==> config.mk <==
export PLATFORM = sky130hd
export DESIGN_NAME = particulate_median_aqi_pipeline_core
export DESIGN_NICKNAME = d
export VERILOG_FILES = /design/src/pmaqi_pkg.sv /design/src/pmaqi_median.sv /design/src/pmaqi_aqi.sv /design/src/particulate_median_aqi_pipeline_core.sv
export SDC_FILE = /design/constraint.sdc
export NUM_CORES = 2
export LEC_CHECK = 0
export ABC_AREA = 1
export BUFFER_PORTS_ARGS = -buffer_cell sky130_fd_sc_hd__buf_2
export CAP_MARGIN = 5
export CORE_MARGIN = 3
export CORE_UTILIZATION = 50
export DETAILED_ROUTE_END_ITERATION = 6
export PLACE_DENSITY = 0.7
export SLEW_MARGIN = 20
export SYNTH_ARGS = -nofsm -noshare
export SYNTH_HDL_FRONTEND = slang
export SYNTH_SLANG_ARGS = --single-unit
==> constraint.sdc <==
create_clock -name clock -period 14.6 [get_ports clock]
set_input_delay 0 -clock clock [delete_from_list [all_inputs] [get_ports clock]]
set_output_delay 0 -clock clock [all_outputs]
set_load 0.005 [all_outputs]
==> src/pmaqi_pkg.sv <==
package pmaqi_pkg;

   // window and self-test sizes
   localparam int unsigned WINDOW_DEPTH = 5;
   localparam int unsigned SELFTEST_LEN = 3;

   // field widths
   localparam int unsigned RAW_W = 16;
   localparam int unsigned MED_W = 20;
   localparam int unsigned AQI_W = 13;

   // stream word widths
   localparam int unsigned REQ_TDATA_W = 48;
   localparam int unsigned RSP_TDATA_W = 64;
   localparam int unsigned RSP_PAD_W   = RSP_TDATA_W - 3 * RAW_W - AQI_W - 1;

   // counter widths
   localparam int unsigned SLOT_W = (WINDOW_DEPTH > 1) ? $clog2(WINDOW_DEPTH) : 1;
   localparam int unsigned CNT_W  = $clog2(WINDOW_DEPTH + 1);
   localparam int unsigned TEST_W = $clog2(SELFTEST_LEN + 1);

   // a self-test reading above this is bad
   localparam int unsigned SELF_TEST_MAX = 500;

   // floor(16*x/53) by reciprocal, exact for x below 2**21
   localparam int unsigned RECIP53_SHIFT = 27;
   localparam int unsigned RECIP53_W     = 22;
   localparam logic [RECIP53_W-1:0] RECIP53 =
      RECIP53_W'(((64'd1 << RECIP53_SHIFT) + 64'd52) / 64'd53);
   localparam int unsigned CORR_PROD_W = RAW_W + 4 + RECIP53_W;
   localparam int unsigned CORR_QUOT_W = CORR_PROD_W - RECIP53_SHIFT;

   // pm2.5 aqi breakpoints in tenths
   localparam int unsigned AQI_BANDS     = 7;
   localparam int unsigned BAND_W        = $clog2(AQI_BANDS);
   localparam int unsigned AQI_IN_W      = 13;
   localparam int unsigned AQI_SPAN_W    = 11;
   localparam int unsigned AQI_FRAC_BITS = 24;
   localparam int unsigned AQI_SCALE_W   = 27;
   localparam logic [AQI_IN_W-1:0] AQI_CAP = AQI_IN_W'(5004);

   localparam logic [AQI_IN_W-1:0] AQI_TOP [AQI_BANDS] = '{
      13'd120, 13'd354, 13'd554, 13'd1504, 13'd2504, 13'd3504, 13'd5004};
   localparam logic [AQI_IN_W-1:0] AQI_LO [AQI_BANDS] = '{
      13'd0, 13'd121, 13'd355, 13'd555, 13'd1505, 13'd2505, 13'd3505};
   localparam logic [AQI_W-1:0] AQI_BASE [AQI_BANDS] = '{
      13'd0, 13'd510, 13'd1010, 13'd1510, 13'd2010, 13'd3010, 13'd4010};

   // ceil(10*(ah-al) * 2**24 / (ch-cl)) per band
   localparam logic [AQI_SCALE_W-1:0] AQI_SCALE [AQI_BANDS] = '{
      AQI_SCALE_W'(((64'd500 << AQI_FRAC_BITS) + 64'd119) / 64'd120),
      AQI_SCALE_W'(((64'd490 << AQI_FRAC_BITS) + 64'd232) / 64'd233),
      AQI_SCALE_W'(((64'd490 << AQI_FRAC_BITS) + 64'd198) / 64'd199),
      AQI_SCALE_W'(((64'd490 << AQI_FRAC_BITS) + 64'd948) / 64'd949),
      AQI_SCALE_W'(((64'd990 << AQI_FRAC_BITS) + 64'd998) / 64'd999),
      AQI_SCALE_W'(((64'd990 << AQI_FRAC_BITS) + 64'd998) / 64'd999),
      AQI_SCALE_W'(((64'd990 << AQI_FRAC_BITS) + 64'd1498) / 64'd1499)};

   typedef logic [RAW_W-1:0]  raw_type;
   typedef logic [MED_W-1:0]  med_type;
   typedef logic [CNT_W-1:0]  cnt_type;
   typedef logic [SLOT_W-1:0] slot_type;
   typedef logic [TEST_W-1:0] test_type;
   typedef logic [AQI_W-1:0]  aqi_type;

endpackage

==> src/pmaqi_median.sv <==
module pmaqi_median (
   input  pmaqi_pkg::med_type vals [pmaqi_pkg::WINDOW_DEPTH],
   input  pmaqi_pkg::cnt_type count,
   output pmaqi_pkg::med_type median
);
   import pmaqi_pkg::*;

   cnt_type rank [WINDOW_DEPTH];
   cnt_type half;

   // rank of each used entry, ties broken by slot
   always_comb begin
      for (int i = 0; i < WINDOW_DEPTH; i++) begin
         rank[i] = '0;
         for (int j = 0; j < WINDOW_DEPTH; j++) begin
            if ((CNT_W'(j) < count) && (j != i) &&
                ((vals[j] < vals[i]) || ((vals[j] == vals[i]) && (j < i)))) begin
               rank[i] = rank[i] + CNT_W'(1);
            end
         end
      end
   end

   // upper median picks rank count/2
   assign half = count >> 1;

   always_comb begin
      median = '0;
      for (int i = 0; i < WINDOW_DEPTH; i++) begin
         if ((CNT_W'(i) < count) && (rank[i] == half)) begin
            median = vals[i];
         end
      end
   end

endmodule

==> src/pmaqi_aqi.sv <==
module pmaqi_aqi (
   input  pmaqi_pkg::med_type pm25_tenths,
   output pmaqi_pkg::aqi_type aqi_tenths
);
   import pmaqi_pkg::*;

   logic [AQI_IN_W-1:0]                conc;
   logic [BAND_W-1:0]                  band;
   logic [AQI_SPAN_W-1:0]              span;
   logic [AQI_SPAN_W+AQI_SCALE_W-1:0]  scaled;

   // cap at the top breakpoint
   assign conc = (pm25_tenths > MED_W'(AQI_CAP)) ? AQI_CAP : pm25_tenths[AQI_IN_W-1:0];

   // lowest band whose top holds the value
   always_comb begin
      band = BAND_W'(AQI_BANDS - 1);
      for (int i = AQI_BANDS - 2; i >= 0; i--) begin
         if (conc <= AQI_TOP[i]) begin
            band = BAND_W'(i);
         end
      end
   end

   assign span   = AQI_SPAN_W'(conc - AQI_LO[band]);
   assign scaled = {{AQI_SCALE_W{1'b0}}, span} * {{AQI_SPAN_W{1'b0}}, AQI_SCALE[band]};

   assign aqi_tenths = AQI_W'(scaled >> AQI_FRAC_BITS) + AQI_BASE[band];

endmodule

==> src/particulate_median_aqi_pipeline_core.sv <==
// Particulate median and AQI core. Each req transaction carries one sensor reading
// (pm1, pm2.5, pm10 in whole ug/m3) and yields exactly one rsp transaction with the
// running median of the last five readings per channel in tenths of ug/m3 (saturated
// to 65535), the EPA pm2.5 AQI times ten taken from the corrected pm2.5 median, and a
// sticky fault bit. pm2.5 gets a humidity correction before it enters the window:
// five times the reading when pm10 is nonzero and 5*pm2.5 exceeds 4*pm10, otherwise
// floor(pm2.5*440/53). Until five readings have arrived the median covers only the
// readings seen so far. The fault bit sets when each of the first three readings has
// pm2.5 of zero or above 500, and holds until reset. The core is a four-register
// pipeline (input register, window registers, median register, result register) and
// takes one transaction per clock while rsp keeps up; a reading passes in turn
// through the window, median and result registers before it shows up on rsp. Each
// stage has its own valid bit, so bubbles fill while rsp is stalled and req_tready
// drops only once every stage holds a reading. A reading updates the window as it
// leaves the input register, and the window registers feed the median stage.
module particulate_median_aqi_pipeline_core (
   input  logic                                 clock,
   input  logic                                 reset,
   input  logic                                 req_tvalid,
   output logic                                 req_tready,
   // pm1_raw[15:0], pm25_raw[31:16], pm10_raw[47:32]
   input  logic [pmaqi_pkg::REQ_TDATA_W-1:0]    req_tdata,
   output logic                                 rsp_tvalid,
   input  logic                                 rsp_tready,
   // pm1_median[15:0], pm25_median[31:16], pm10_median[47:32],
   // aqi_tenths[60:48], fault_flag[61], zero[63:62]
   output logic [pmaqi_pkg::RSP_TDATA_W-1:0]    rsp_tdata
);
   import pmaqi_pkg::*;

   // per-stage handshake
   logic v1_ff, v2_ff, v3_ff, v4_ff;
   logic rdy1, rdy2, rdy3, rdy4;

   // input register
   raw_type pm1_s1_ff, pm25_s1_ff, pm10_s1_ff;

   // humidity correction
   logic [RAW_W+2:0]        pm25_x5;
   logic [RAW_W+2:0]        pm10_x4;
   logic                    wet_air;
   logic [CORR_PROD_W-1:0]  corr_prod;
   logic [CORR_QUOT_W-1:0]  corr_quot;
   med_type                 corr_dry;
   med_type                 corr_in;

   // reading window, undefined until written
   raw_type pm1_ring_ff  [WINDOW_DEPTH];
   med_type pm25_ring_ff [WINDOW_DEPTH];
   raw_type pm10_ring_ff [WINDOW_DEPTH];
   med_type pm1_ring_ext  [WINDOW_DEPTH];
   med_type pm10_ring_ext [WINDOW_DEPTH];

   slot_type slot_ff, slot_in;
   logic     full_ff, full_in;
   logic     slot_wrap;
   cnt_type  cnt_in;

   // self-test
   test_type test_cnt_ff, test_cnt_in;
   test_type fail_cnt_ff, fail_cnt_in;
   logic     fault_ff, fault_in;
   logic     test_bad;

   // window stage
   cnt_type cnt_s2_ff;
   logic    fault_s2_ff;

   // median stage
   med_type pm1_med, pm25_med, pm10_med;
   raw_type pm1_s3_ff, pm10_s3_ff;
   med_type pm25_s3_ff;
   logic    fault_s3_ff;

   // result stage
   logic [MED_W-1:0] pm1_x10, pm10_x10;
   raw_type          pm1_sat, pm25_sat, pm10_sat;
   aqi_type          aqi_in;
   raw_type          pm1_out_ff, pm25_out_ff, pm10_out_ff;
   aqi_type          aqi_out_ff;
   logic             fault_out_ff;

   // a stage takes a new reading when empty or when it hands its own on
   assign rdy4 = !v4_ff || rsp_tready;
   assign rdy3 = !v3_ff || rdy4;
   assign rdy2 = !v2_ff || rdy3;
   assign rdy1 = !v1_ff || rdy2;

   assign req_tready = rdy1;
   assign rsp_tvalid = v4_ff;

   always_ff @(posedge clock) begin
      if (reset) begin
         v1_ff <= 1'b0;
         v2_ff <= 1'b0;
         v3_ff <= 1'b0;
         v4_ff <= 1'b0;
      end else begin
         if (rdy1) v1_ff <= req_tvalid;
         if (rdy2) v2_ff <= v1_ff;
         if (rdy3) v3_ff <= v2_ff;
         if (rdy4) v4_ff <= v3_ff;
      end
   end

   always_ff @(posedge clock) begin
      if (rdy1 && req_tvalid) begin
         pm1_s1_ff  <= req_tdata[0 +: RAW_W];
         pm25_s1_ff <= req_tdata[RAW_W +: RAW_W];
         pm10_s1_ff <= req_tdata[2*RAW_W +: RAW_W];
      end
   end

   // wet air: pm10 nonzero and 5*pm2.5 above 4*pm10, then 5x
   assign pm25_x5 = {pm25_s1_ff, 2'b00} + {3'b000, pm25_s1_ff};
   assign pm10_x4 = {1'b0, pm10_s1_ff, 2'b00};
   assign wet_air = (pm10_s1_ff != '0) && (pm25_x5 > pm10_x4);

   // dry air: 440/53 = 8 + 16/53
   assign corr_prod = {{RECIP53_W{1'b0}}, pm25_s1_ff, 4'b0000} *
                      {{(RAW_W + 4){1'b0}}, RECIP53};
   assign corr_quot = corr_prod[RECIP53_SHIFT +: CORR_QUOT_W];
   assign corr_dry  = MED_W'({pm25_s1_ff, 3'b000}) + MED_W'(corr_quot);
   assign corr_in   = wet_air ? MED_W'(pm25_x5) : corr_dry;

   // window pointer and fill count including this reading
   assign slot_wrap = (slot_ff == SLOT_W'(WINDOW_DEPTH - 1));
   assign slot_in   = slot_wrap ? '0 : slot_ff + SLOT_W'(1);
   assign full_in   = full_ff || slot_wrap;
   assign cnt_in    = full_in ? CNT_W'(WINDOW_DEPTH) : CNT_W'(slot_ff) + CNT_W'(1);

   // self-test over the first few readings, then frozen
   assign test_bad = (pm25_s1_ff == '0) || (pm25_s1_ff > RAW_W'(SELF_TEST_MAX));

   always_comb begin
      test_cnt_in = test_cnt_ff;
      fail_cnt_in = fail_cnt_ff;
      fault_in    = fault_ff;
      if (test_cnt_ff < TEST_W'(SELFTEST_LEN)) begin
         test_cnt_in = test_cnt_ff + TEST_W'(1);
         fail_cnt_in = fail_cnt_ff + TEST_W'(test_bad);
         if ((test_cnt_in == TEST_W'(SELFTEST_LEN)) &&
             (fail_cnt_in == TEST_W'(SELFTEST_LEN))) begin
            fault_in = 1'b1;
         end
      end
   end

   // window state advances as a reading leaves the input register
   always_ff @(posedge clock) begin
      if (reset) begin
         slot_ff     <= '0;
         full_ff     <= 1'b0;
         test_cnt_ff <= '0;
         fail_cnt_ff <= '0;
         fault_ff    <= 1'b0;
      end else if (rdy2 && v1_ff) begin
         slot_ff     <= slot_in;
         full_ff     <= full_in;
         test_cnt_ff <= test_cnt_in;
         fail_cnt_ff <= fail_cnt_in;
         fault_ff    <= fault_in;
      end
   end

   always_ff @(posedge clock) begin
      if (rdy2 && v1_ff) begin
         pm1_ring_ff[slot_ff]  <= pm1_s1_ff;
         pm25_ring_ff[slot_ff] <= corr_in;
         pm10_ring_ff[slot_ff] <= pm10_s1_ff;
         cnt_s2_ff             <= cnt_in;
         fault_s2_ff           <= fault_in;
      end
   end

   // medians over the filled window
   always_comb begin
      for (int i = 0; i < WINDOW_DEPTH; i++) begin
         pm1_ring_ext[i]  = MED_W'(pm1_ring_ff[i]);
         pm10_ring_ext[i] = MED_W'(pm10_ring_ff[i]);
      end
   end

   pmaqi_median u_pm1_median (
      .vals   (pm1_ring_ext),
      .count  (cnt_s2_ff),
      .median (pm1_med)
   );

   pmaqi_median u_pm25_median (
      .vals   (pm25_ring_ff),
      .count  (cnt_s2_ff),
      .median (pm25_med)
   );

   pmaqi_median u_pm10_median (
      .vals   (pm10_ring_ext),
      .count  (cnt_s2_ff),
      .median (pm10_med)
   );

   always_ff @(posedge clock) begin
      if (rdy3 && v2_ff) begin
         pm1_s3_ff   <= pm1_med[RAW_W-1:0];
         pm25_s3_ff  <= pm25_med;
         pm10_s3_ff  <= pm10_med[RAW_W-1:0];
         fault_s3_ff <= fault_s2_ff;
      end
   end

   // tenths and saturation; aqi uses the unsaturated pm2.5 median
   assign pm1_x10  = MED_W'({pm1_s3_ff, 3'b000}) + MED_W'({pm1_s3_ff, 1'b0});
   assign pm10_x10 = MED_W'({pm10_s3_ff, 3'b000}) + MED_W'({pm10_s3_ff, 1'b0});
   assign pm1_sat  = (pm1_x10  > MED_W'({RAW_W{1'b1}})) ? '1 : pm1_x10[RAW_W-1:0];
   assign pm10_sat = (pm10_x10 > MED_W'({RAW_W{1'b1}})) ? '1 : pm10_x10[RAW_W-1:0];
   assign pm25_sat = (pm25_s3_ff > MED_W'({RAW_W{1'b1}})) ? '1 : pm25_s3_ff[RAW_W-1:0];

   pmaqi_aqi u_aqi (
      .pm25_tenths (pm25_s3_ff),
      .aqi_tenths  (aqi_in)
   );

   always_ff @(posedge clock) begin
      if (rdy4 && v3_ff) begin
         pm1_out_ff   <= pm1_sat;
         pm25_out_ff  <= pm25_sat;
         pm10_out_ff  <= pm10_sat;
         aqi_out_ff   <= aqi_in;
         fault_out_ff <= fault_s3_ff;
      end
   end

   assign rsp_tdata = {{RSP_PAD_W{1'b0}}, fault_out_ff, aqi_out_ff,
                       pm10_out_ff, pm25_out_ff, pm1_out_ff};

   // window pointer stays inside the window
   a_slot_range: assert property (@(posedge clock) disable iff (reset)
      slot_ff < SLOT_W'(WINDOW_DEPTH))
      else $error("window pointer out of range");

   // window must not move while its median is still pending
   a_window_hold: assert property (@(posedge clock) disable iff (reset)
      (v2_ff && !rdy3) |=> ($stable(slot_ff) && v2_ff))
      else $error("window written under a pending median");

   // fault is sticky
   a_fault_sticky: assert property (@(posedge clock) disable iff (reset)
      fault_ff |=> fault_ff)
      else $error("fault cleared without reset");

   // self-test counters stop at the test length
   a_test_bound: assert property (@(posedge clock) disable iff (reset)
      (test_cnt_ff <= TEST_W'(SELFTEST_LEN)) && (fail_cnt_ff <= test_cnt_ff))
      else $error("self-test counters out of range");

   // aqi never above its top value
   a_aqi_range: assert property (@(posedge clock) disable iff (reset)
      v4_ff |-> (aqi_out_ff <= AQI_W'(5000)))
      else $error("aqi above range");

endmodule

* Yosys cells after proc, flatten, opt, wreduce, memory -nomap -nowiden
Memories as Yosys holds them, arrays and structs flattened.
Cells that the tools add are included.
** Cells by class
- Multiplexer cells :: 97
- Reduce and logical (&&, ||, !) cells :: 125
- $add $sub $neg :: 54
- Multipliers :: 2
- Bitwise operators :: 2
- Equal/unequal tests :: 48
- $lt $le $gt $ge :: 81
** Operators with widths (number)
- $lt A16 B16 Y1 :: 40
- $lt A20 B20 Y1 :: 20
- $eq A16 B16 Y1 :: 20
- $eq A20 B20 Y1 :: 10
- $mux W16 :: 10
- $mux W3 :: 51
- $mux W20 :: 7
- $add A3 B1 Y3 const B :: 46
- $bwmux W100 :: 1
- $logic_and A1 B1 Y1 :: 82
- $demux W20 S3 :: 1
- $gt A20 B16 Y1 const B :: 3
- $mux W27 :: 2
- $eq A3 B2 Y1 :: 15
- $add A19 B17 Y20 :: 2
- $mux W13 :: 3
- $mul A11 B27 Y37 :: 1
- $mul A16 B21 Y37 const B :: 1
- $logic_or A1 B1 Y1 :: 36
- $le A13 B12 Y1 const B :: 2
- $mux W11 :: 2
- $add A19 B15 Y20 :: 1
- $gt A20 B13 Y1 const B :: 1
- $add A18 B16 Y19 :: 1
- other kinds (25) :: 51
** Storage, ports and cells
- Word-level logic and storage cells :: 442
- Input port bits :: 52
- RAM bits :: 160
- Memory bits (read-only) :: 424
- Flip-flop bits (word level) :: 280
- Memories kept :: 5
** Memory list
- (no name shown) :: depth 8, bits a word 27, rd ports 1, clocked after Yosys merged registers in 0, wr ports 0, RTL line pmaqi_aqi.sv:26 : assign scaled = {{AQI_SCALE_W{1'b0}}, span} * {{AQI_SPAN_W{1'b0}}, AQI_SCALE[band]};
- (no name shown) :: depth 8, bits a word 13, rd ports 1, clocked after Yosys merged registers in 0, wr ports 0, RTL line pmaqi_aqi.sv:25 : assign span = AQI_SPAN_W'(conc - AQI_LO[band]);
- (no name shown) :: depth 8, bits a word 13, rd ports 1, clocked after Yosys merged registers in 0, wr ports 0, RTL line pmaqi_aqi.sv:28 : assign aqi_tenths = AQI_W'(scaled >> AQI_FRAC_BITS) + AQI_BASE[band];
- pm10_ring_ff :: depth 5, bits a word 16, rd ports 5, clocked after Yosys merged registers in 0, wr ports 1, RTL line particulate_median_aqi_pipeline_core.sv:50 : raw_type pm10_ring_ff [WINDOW_DEPTH];
- pm1_ring_ff :: depth 5, bits a word 16, rd ports 5, clocked after Yosys merged registers in 0, wr ports 1, RTL line particulate_median_aqi_pipeline_core.sv:48 : raw_type pm1_ring_ff [WINDOW_DEPTH];

* Logic depth before layout (Yosys ltp)
An unclocked memory read counts as a cell.
- Depth after elaboration :: 17
- Mapped depth :: 65
- Mapped depth without buffers :: 61

* Cells and area by module
From an unflattened synthesis, not the netlist that was laid out.
** Unflattened totals
- Cell total of the unflattened synthesis :: 7091
- Area total of the unflattened synthesis :: 55971.2 um^2
** Modules (own cells, without submodules)
- particulate_median_aqi_pipeline_core :: times used 1, cells each 1915, area an instance 23410.0 um^2
- pmaqi_median :: times used 3, cells each 1271, area an instance 7478.4 um^2
- pmaqi_aqi :: times used 1, cells each 1363, area an instance 10126.0 um^2

* Worst setup path after synthesis
Ideal clock, no wire load.
- Path type :: flip-flop to flip-flop
- From :: reg pm25_s3_ff[11]
- To :: reg aqi_out_ff[12], data pin
- Data arrival time :: 10371 ps
- Setup slack :: 3966 ps
- Clock period less this slack :: 10634 ps
- Buffers on the path :: 3
- Stages on the path, launching flop included :: 56
- Cell sequence :: edfxtp_1 > inv_2 > nand2_1 > nor3_2 > nand2_1 > nand2_2 > buf_6 > nand3_1 > nor2_1 > inv_1 > or2_1 > buf_6 > nand2_1 > nand2_2 > clkbuf_1 > ha_1 > nor2_1 > inv_1 > [20 not listed] > o21a_1 > o21a_1 > nand2_2 > xor2_1 > ha_1 > a21oi_1 > inv_1 > a31oi_1 > o21bai_1 > a21oi_1 > o21ai_0 > nand3_1 > nand2_1 > a21oi_1 > o21bai_1 > xor2_1 > xor2_1 > xor2_1
** On the way
- Longest elaborated chain between the ends :: 16
** RTL lines
- start, declared :: RTL line particulate_median_aqi_pipeline_core.sv:72 : med_type pm25_s3_ff;
- start signal, assigned :: RTL line particulate_median_aqi_pipeline_core.sv:205 : pm25_s3_ff <= pm25_med;
- $gt A20 B13 Y1 :: RTL line pmaqi_aqi.sv:13 : assign conc = (pm25_tenths > MED_W'(AQI_CAP)) ? AQI_CAP : pm25_tenths[AQI_IN_W-1:0];
- $mux W13 (*) :: RTL line pmaqi_aqi.sv:13
- $le A13 B12 Y1 :: RTL line pmaqi_aqi.sv:19 : if (conc <= AQI_TOP[i]) begin
- $mux W2 :: RTL line pmaqi_aqi.sv:19
- $mux W3 (5 in series) :: RTL line pmaqi_aqi.sv:19
- $not A3 Y4 (implied by the code) :: RTL line pmaqi_aqi.sv:25, pmaqi_aqi.sv:26, pmaqi_aqi.sv:28
- $mem_v2 Z8 W13
- $mux W11 (implied by the code) (2 in series) :: RTL line pmaqi_aqi.sv:25
- $sub A11 B11 Y11 :: RTL line pmaqi_aqi.sv:25
- $mul A11 B27 Y37 :: RTL line pmaqi_aqi.sv:26
- $add A13 B13 Y13 (*) :: RTL line pmaqi_aqi.sv:28
- via aqi_in[12] :: RTL line particulate_median_aqi_pipeline_core.sv:78 : aqi_type aqi_in;
- end signal, assigned :: RTL line particulate_median_aqi_pipeline_core.sv:228 : aqi_out_ff <= aqi_in;
- end, declared :: RTL line particulate_median_aqi_pipeline_core.sv:80 : aqi_type aqi_out_ff;
The timed path passes the listed nets; every way through them passes the cells marked *. The select of a mux whose other input is x is not followed.
A chain may end at the register's enable or synchronous reset.

* Worst setup path in the final report
- From :: reg pm25_s3_ff[0]
- To :: reg aqi_out_ff[12], data pin
The elaborated chain is that of the path after synthesis.

==> flow_summary.toml <==
[cts]
cts.sinks = 440
cts_tree = "built"
cts-htree-levels = 2
cts.reportedPaths.clkPinSlew_ns = 0.06
numCtsBuffers = 51
cts_buffer_depth = 3
clk_latency_ns = 0.65
cts_setup_buffers = 0
clk_root_buffer_cell = "clkbuf_16"

[timing]
fmax_mhz = 76.75
setup_viol = 0
drv_slew = 0
tns_ns = 0
post-route-min-period_ns = 13.03
period_share_pct = 89.24
slew_headroom_pct = 20.22
hold_viol = 0
worst_clock_skew_ns = 0.04279
worstMarginPinSlew_ns = 1.192
rsz0062_at_grt = "false"

[logic_synthesis]
ys_top_cells_by_area = "edfxtp_1 (26%), ha_1 (23%), fa_1 (12%)"
synthFlopType = "edfxtp_1"
yosysTopAreaCell = "edfxtp_1"
ys_seq_area_share_pct = 26.49
synth_cells = 5730
synth_top_cell_area_share_pct = 25.97
ys_async_sr_fraction_pct = 0
synth_seq_cells = 440
synth_edf_count = 427
synth_cell_types = 69
yosys_warnings = 0
syn-mean-instance-area_um2 = 8.618
synth_area_um2 = 49380

[status]
status = "complete, no violations"

[finish]
final_cell_area_um2 = 53890
fill_cells = 8912
area_growth_pct = 9.124
drive_gt1_share_pct = 5.720
fin_nets = 7178
final_common_cell = "inv_1"
mostFrequentLayoutCells = "inv_1 (1007), nand2_1 (1000), ha_1 (915)"

[placement]
place_congestion = 1.011
io_buffers = 115
dp_hpwl_um = 117600
post_dp_cell_area_um2 = 51530

[worst_setup_path]
worst_ep_required_time_ns = 14.99
crit_type = "reg2reg"
startpoint_type = "register"
cp-end-kind = "register"
crit_top_cell = "nor2_1"
worst_path_max_delay_cell = "xor2_1"
worstPathMaxFanout = 25
slowest_delay_ns = 0.65
arrival_ns = 13.42

[power]
power.density_nw_per_um2 = 112.3
total_power_mw = 6.054
p_leak_nw = 26.45
ir_worst_vdd_mv = 0.2310

[detailed_routing]
drc = 0
drtAntennaViolNets = 0
dr_total_vias = 40883
wl_um = 144600
wl_per_cell_um = 20.02
drt-pass1-iter-count = 6
first_iter_violations = 3351
via_per_inst = 5.662

[floorplanning]
core-area_um2 = 97280
start_util_pct = 50.76
die_h_um = 320.3
num_rows = 114
io_pins = 118
die_area_um2 = 102600
die_w_um = 320.3

[global_route]
first_global_vias = 40485
grt_overflow = 0
antenna_found_initial = 1
grt_pass1_wl_um = 225100
track_usage_pct = 28.09
grt_max_degree = 63

[hold_path]
hold_class = "in2reg"

[flow_run]
drv_cap = 0
[repair_timing]
action	CTS	global route
hold endpoints to repair	61	0
hold buffers	51	0
resized for setup	0	0
[logic make-up (layout without fill, tap and decap cells)]
family,after synthesis,in the layout,synth area share (%)
simple gates,2064,2064,18.11
fa+ha+maj,1222,1222,35.63
buf+inv,1124,1337,8.736
compound gates,755,755,8.795
flops,440,440,26.49
xor+xnor,124,124,2.230
other cells,1,3,0.007594
[flip-flops by register name, summed over array words and instances (netlist names), 13 cells and up]
register	count
pm25_ring_ff	100
pm25_s3_ff	20
pm1_s3_ff	16
pm1_out_ff	16
pm25_out_ff	16
pm10_s3_ff	16
pm25_s1_ff	16
pm10_ring_ff	80
pm10_s1_ff	16
pm10_out_ff	16
aqi_out_ff	13
pm1_ring_ff	80
pm1_s1_ff	16
[metrics by stage]
stage | hold slack [ns] | util [%] | setup slack [ns] | instances
after floorplan | 0.09887 | - | 3.966 | 5731
after global routing | 0.03470 | 55.39 | 0.8314 | 7220
after global placement | 0.1765 | 52.97 | 1.956 | 7076
after detailed placement | 0.1781 | 52.97 | 1.773 | 7076
final | 0.05768 | 55.39 | 1.571 | 7221
after CTS | 0.003033 | 55.39 | 1.743 | 7220
[Yosys cell counts (5+ instances only)]
master	instances
a2111oi_0	5
a211oi_1	23
a21boi_0	6
a21o_1	8
a21oi_1	432
a31o_2	5
a31oi_1	8
buf_1	9
buf_2	28
buf_4	5
buf_6	5
clkbuf_1	48
clkinv_1	9
dfxtp_1	13
edfxtp_1	427
fa_1	307
ha_1	915
inv_1	1008
inv_2	10
nand2_1	1000
nand2_2	5
nand3_1	318
nand3b_1	12
nand4_1	157
nor2_1	422
nor3_1	69
nor4_1	27
o211ai_1	22
o21a_1	29
o21ai_0	126
o21ai_1	8
o21bai_1	24
o221a_2	6
o221ai_1	18
o31ai_1	7
or2_2	31
xnor2_1	19
xor2_1	103
[worst paths after layout]
| path | end | cells past startpoint | start | slack, ns |
|---|---|---|---|---|
| min | pm10_s1_ff[12] | 2 | req_tdata[44] | 0.06 |
| max reg2reg | aqi_out_ff[12] | 54 | pm25_s3_ff[0] | 1.57 |
| min reg2reg | fault_out_ff | 0 | fault_s3_ff | 0.42 |
| max | aqi_out_ff[12] | 54 | pm25_s3_ff[0] | 1.57 |
[critical path, delay by kind of cell, from the launching register on]
family	cells	cell delay, ns
AO/OA/AOI/OAI	16	2.94
XOR/XNOR	6	1.47
adder cells (fa/ha/maj)	9	3.82
buffers and inverters	6	0.92
flip-flops	1	0.45
AND/OR/NAND/NOR	17	3.13
[layer usage]
metal	wire (um)	part of all wire (%)	track usage, %
met2	66260	46	46.03
met5	0	0	0
met3	10110	7.0	3.685
met1	61630	43	37.65
met4	6548	4.5	11.80
[power by group]
group / internal [mW] / leakage [nW] / switching (mW)
sequential: 1.63 / 3.96 / 0.0738
clock: 0.831 / 0.887 / 0.557
combinational: 1.07 / 21.6 / 1.89
total: 3.54 / 26.4 / 2.52
[layout make-up]
cell class              count  area (um2)  share of cell area, %
multi-input cells        4167       32040                  59.46
flip-flops and latches    440       13080                  24.28
diodes                      1       2.502               0.004644
inverters                1029        3866                  7.175
repair buffers            215        1454                  2.698
clock buffers              56        1295                  2.403
well taps                1276        1597                  2.963
clock inverters            37       548.0                  1.017
(Power assumes the default switching activity.)
